### config.mk
export PLATFORM = sky130hd
export DESIGN_NAME = lspc_div
export DESIGN_NICKNAME = d
export VERILOG_FILES = /design/src/hw/rtl/lspc_pkg.sv /design/src/hw/rtl/lspc_div.sv
export SDC_FILE = /design/constraint.sdc
export NUM_CORES = 2
export LEC_CHECK = 0
export BUFFER_PORTS_ARGS = -buffer_cell sky130_fd_sc_hd__buf_2
export CAP_MARGIN = 20
export CORE_MARGIN = 2
export CORE_UTILIZATION = 67
export DETAILED_ROUTE_END_ITERATION = 10
export PLACE_DENSITY = 0.84
export SYNTH_ARGS = -nofsm -noshare
export SYNTH_HDL_FRONTEND = slang
export SYNTH_SLANG_ARGS = --single-unit
### constraint.sdc
create_clock -name clk -period 7.6 [get_ports clk]
set_clock_uncertainty 0.05 [all_clocks]
set_input_delay 0 -clock clk [delete_from_list [all_inputs] [get_ports clk]]
set_output_delay 0 -clock clk [all_outputs]
set_load 0.005 [all_outputs]
### src/hw/rtl/lspc_pkg.sv
// Shared types and constants of the LED strip pattern colour generator.
`default_nettype none
package lspc_pkg;

  localparam int LED_W     = 16;
  localparam int FRAME_W   = 32;
  localparam int COLOUR_W  = 24;
  localparam int PAT_W     = 8;
  localparam int CFG_IDX_W = 2;
  localparam int CFG_W     = 24;
  localparam int VAL_W     = 16;
  localparam int CHAN_W    = 13;

  localparam int HUE_FRAC_BITS_DEF = 24;

  // Divider: dividend wide enough for frame * 42, divisor as wide as the LED count.
  localparam int DIV_DW = 38;
  localparam int DIV_NW = 16;

  localparam logic [CFG_IDX_W-1:0] REG_PATTERN = 2'd0;
  localparam logic [CFG_IDX_W-1:0] REG_COUNT   = 2'd1;
  localparam logic [CFG_IDX_W-1:0] REG_FIXED   = 2'd2;

  localparam logic [PAT_W-1:0] PAT_CONST   = 8'd0;
  localparam logic [PAT_W-1:0] PAT_DOT     = 8'd1;
  localparam logic [PAT_W-1:0] PAT_SWEEP   = 8'd2;
  localparam logic [PAT_W-1:0] PAT_WORM    = 8'd3;
  localparam logic [PAT_W-1:0] PAT_DIM_A   = 8'd4;
  localparam logic [PAT_W-1:0] PAT_WALL_A  = 8'd5;
  localparam logic [PAT_W-1:0] PAT_WALL_B  = 8'd6;
  localparam logic [PAT_W-1:0] PAT_DIM_B   = 8'd7;
  localparam logic [PAT_W-1:0] PAT_FIESTA  = 8'd8;
  localparam logic [PAT_W-1:0] PAT_DIM_C   = 8'd9;
  localparam logic [PAT_W-1:0] PAT_FAST    = 8'd10;
  localparam logic [PAT_W-1:0] PAT_CHASER  = 8'd12;
  localparam logic [PAT_W-1:0] PAT_UNIFORM = 8'd13;
  localparam logic [PAT_W-1:0] PAT_OFF     = 8'd255;

  localparam logic [COLOUR_W-1:0] COL_WHITE  = 24'hFFFFFF;
  localparam logic [COLOUR_W-1:0] COL_WALL_A = 24'hFF8F8F;
  localparam logic [COLOUR_W-1:0] COL_WALL_B = 24'h0000FF;
  localparam logic [COLOUR_W-1:0] COL_BLACK  = 24'h000000;

  localparam logic [DIV_NW-1:0] WALL_MOD  = 16'd186;
  localparam logic [DIV_NW-1:0] WALL_A_TH = 16'd160;
  localparam logic [DIV_NW-1:0] WALL_B_TH = 16'd130;
  localparam logic [DIV_NW-1:0] FIESTA_DEN = 16'd100;

  // Signed Q4.12 constants.
  localparam logic signed [VAL_W-1:0] Q_ONE    = 16'sd4096;
  localparam logic signed [VAL_W-1:0] Q_TENTH  = 16'sd410;
  localparam logic signed [VAL_W-1:0] Q_FIESTA = 16'sd1638;
  localparam logic signed [VAL_W-1:0] Q_FAST   = 16'sd5325;
  localparam logic signed [VAL_W-1:0] Q_CHASER = 16'sd16384;

  // Result of the early stages that bypasses the colour math.
  typedef struct packed {
    logic                hsv;
    logic [COLOUR_W-1:0] word;
  } pass_t;

endpackage
`default_nettype wire

### src/hw/rtl/lspc_div.sv
// Pipelined restoring divider, one quotient bit per stage, with a sideband.
`default_nettype none
module lspc_div #(
  parameter int DW     = lspc_pkg::DIV_DW,
  parameter int NW     = lspc_pkg::DIV_NW,
  parameter int SIDE_W = 48
) (
  input  logic              clk,
  input  logic              rst,
  input  logic              en,
  input  logic              in_vld,
  input  logic [DW-1:0]     dividend,
  input  logic [NW-1:0]     divisor,
  input  logic [SIDE_W-1:0] side_in,
  output logic              out_vld,
  output logic [DW-1:0]     quotient,
  output logic [NW-1:0]     remainder,
  output logic [SIDE_W-1:0] side_out
);

  logic [DW:0]       vld;
  logic [NW-1:0]     rem  [DW+1];
  logic [DW-1:0]     dnd  [DW+1];
  logic [DW-1:0]     quo  [DW+1];
  logic [NW-1:0]     dsr  [DW+1];
  logic [SIDE_W-1:0] side [DW+1];

  assign vld[0]  = in_vld;
  assign rem[0]  = '0;
  assign dnd[0]  = dividend;
  assign quo[0]  = '0;
  assign dsr[0]  = divisor;
  assign side[0] = side_in;

  for (genvar k = 1; k <= DW; k++) begin : g_stage
    logic [NW:0] trial;
    logic [NW:0] diff;
    logic        ge;

    always_comb begin
      trial = {rem[k-1], dnd[k-1][DW-1]};
      diff  = trial - {1'b0, dsr[k-1]};
      ge    = trial >= {1'b0, dsr[k-1]};
    end

    always_ff @(posedge clk) begin
      if (rst) begin
        vld[k] <= 1'b0;
      end else if (en) begin
        vld[k] <= vld[k-1];
      end
    end

    always_ff @(posedge clk) begin
      if (en) begin
        rem[k]  <= ge ? diff[NW-1:0] : trial[NW-1:0];
        dnd[k]  <= {dnd[k-1][DW-2:0], 1'b0};
        quo[k]  <= {quo[k-1][DW-2:0], ge};
        dsr[k]  <= dsr[k-1];
        side[k] <= side[k-1];
      end
    end
  end

  assign out_vld   = vld[DW];
  assign quotient  = quo[DW];
  assign remainder = rem[DW];
  assign side_out  = side[DW];

endmodule
`default_nettype wire

==> reports/qor.yml <==
drtIter0Drc: 8827
clock-sinks: 4506
cp.required_ns: 8.26
cts_setup_buffers: 0
clockBufferDepth: 4
power_density_mw_per_mm2: 380
row_count: 186
grt_max_degree: 232
min_period_over_period_pct: 50.7
root_buffer: "clkbuf_16"
final_nets: 11300
core_sq_mm: 0.256
synth.distinct_cells: 91
clk_latency_ns: 0.97
crit_path_max_fanout: 17
cts_tree: "built"
tightest_slew_ns: 1.29
power.leakage_nw: 71.3
synthArstFlopShare_pct: 0
rsz0062_at_grt: "no"
cp_data_arrival_time_ns: 4.51
whs_ns: 0.0731
outcome: "finished, final reports clean"
routed_wl_mm: 338
synthCells: 9815
place_inst: 13300
initial_core_util_pct: 67.3
synth-simple-area-share_pct: 4.07
fin_util_pct: 75.4
synth_top_family_by_area: "compound AO/OA/AOI/OAI gates"
wl_per_cell_um: 23.7
ys_top_cells_by_count: "4468 x edfxtp_1, 771 x inv_1, 594 x ha_1"
gr-usage-all-layers_pct: 25.8
avgViaCountPerCell: 5.93
netlist.area_leader.share_pct: 77.8
hold_path.class: "in2reg"
antenna_found_initial: 6
tns_ns: 0
slew_violations: 0
grt_pass1_wl_mm: 517
h-tree-depth: 5
synth_area_sq_mm: 0.172
maxCapViolCount: 0
vias: 84800
io_pins: 209
routabilityCongestion: 0.907
port_buffers: 208
dr.pass1.iters: 8
final_cell_count_no_fill: 14300
ys_seq_area_share_pct: 78.3
worstSetupEndpointType: "flop"
worstSetupPathType: "reg2reg"
ys_ff_latch: 4506
synth_fa_ha_area_share_pct: 4.74
synth_mux_area_share_pct: 3.03
synth_flop_cell: "edfxtp_1"
area.growth.synth_to_final_pct: 12.1
fp.dieW_um: 511
dp_hpwl_mm: 199
die_area_sq_mm: 0.261
final_antenna_net_count: 0
vdd_ir_drop_max_mv: 0.266
synth_compound_gate_area_share_pct: 5.47
clk_pin_slew_worst_paths_ns: 0.06
synth_area_leaders: "edfxtp_1 78%, ha_1 4.3%, mux2_2 1.9%"
synth_xor_area_share_pct: 2.06
synth_edf_count: 4468
cts_buffers: 418
synth.most_common_cell: "edfxtp_1"
overflow: 0
finalCriticalPeriod_ns: 3.85
dpl-instance-area_sq_mm: 0.177
synth.avg_cell_area_sq_um: 17.6
postLayoutCellArea_sq_mm: 0.193
fmaxAchievable_mhz: 259
synth_warnings: 0
die_h_um: 511
finalSetupViolCount: 0
start_kind: "flop"
max_slew_margin_pct: 14.3
hold_viol: 0
final_layout_size_suffix_gt1_share_pct: 12.1
synth_top_area_cell: "edfxtp_1"
grt_pass1_vias: 87100
drc: 0
synthesis.nets: 10600
[worst max-delay path, cell delays in order, from the launching register on]
cell      delay [ns]
edfxtp_1        0.41
inv_1           0.08
ha_1            0.39
a21o_1          0.27
nand2b_1        0.20
o32ai_1         0.38
a21oi_2         0.14
a221oi_4        0.36
a21oi_1         0.11
or3_1           0.76
mux2_2          0.46
[state kept, by name, indices dropped and copies added (netlist names)]
| signal | count |
|---|---|
| side | 1776 |
| dnd | 703 |
| quo | 703 |
| dsr | 592 |
| g_stage.trial | 592 |
| side_out | 48 |
| quotient | 38 |
| vld | 37 |
| remainder | 16 |
| out_vld | 1 |
[stage by stage]
stage               worst slack, ns  total power [mW]
floorplan                      4.52              46.8
global placement               3.97              51.2
detailed placement             3.89              51.8
CTS                            3.84              73.6
global route                   3.57              76.7
finish                         3.75              73.5
[what timing repair did]
| action | 4_1_cts | 5_1_grt |
|---|---|---|
| endpoints found under the setup margin | 0 | 0 |
| resized for setup | 0 | 0 |
| hold buffers | 211 | 0 |
| endpoints found under the hold margin | 771 | 0 |
[layout make-up]
type                       count  area, sq um
sequential                  4506       135000
fill                       14000        63000
multi-input combinational   4362        33400
clock buffer                 503        10900
tap                         3384         4230
timing repair buffer         496         4030
inverter                     771         2890
clock inverter               267         2730
antenna                        8         20.0
[path summary, 6_finish.rpt]
kind / endpoint / slack [ns] / depth (start not counted) / start
hold reg to reg: quotient[33] / 0.33 / 0 / quo[70]
setup / recovery: g_stage[11].trial[7] / 3.75 / 10 / dsr[474]
setup reg to reg: g_stage[11].trial[7] / 3.75 / 10 / dsr[474]
hold / removal: quo[1406] / 0.07 / 4 / divisor[15]
[power by group]
| group | leakage [nW] | total [mW] | internal [mW] | switching (mW) |
|---|---|---|---|---|
| registers | 44.0 | 33.7 | 31.7 | 1.92 |
| clock network | 6.61 | 21.1 | 11.8 | 9.33 |
| logic | 20.7 | 18.7 | 8.31 | 10.4 |
| total | 71.3 | 73.5 | 51.8 | 21.7 |
[logic make-up after synthesis]
logic type,after synthesis
AOI/OAI and AO/OA,1402
buffers and inverters,947
and+or+nand+nor,1458
adders and majority gates,631
muxes,466
DFF,4506
xor gates and xnor gates,405
[per-layer routing]
layer | part of all wire, % | global-route usage (%)
met3 | 5.8 | 3.98
met5 | 0.0083 | 0
met4 | 3.8 | 8.88
met1 | 39 | 33.3
met2 | 52 | 45.0
[placed cells by master (no fill, tap or decap), types with 37 or more instances in the layout]
master	n
nor2b_1	105
o31a_1	43
clkinv_2	77
xor2_1	126
o31ai_1	52
bufinv_16	43
a21o_1	122
inv_1	771
o21ai_0	288
edfxtp_1	4468
nand2b_1	71
buf_2	207
xnor2_1	279
nand2_1	319
o21a_1	128
a21oi_1	381
mux2i_1	111
dlygate4sd3_1	211
nor3_1	133
ha_1	594
o211ai_1	41
buf_4	54
or3_1	48
nor2_1	454
clkinv_1	82
a211oi_1	44
dfxtp_1	38
nand3_1	88
mux2_2	295
clkbuf_16	425
nand4_1	77
fa_1	37
clkbuf_1	78
nor4_1	38
(Power assumes the default switching activity.)
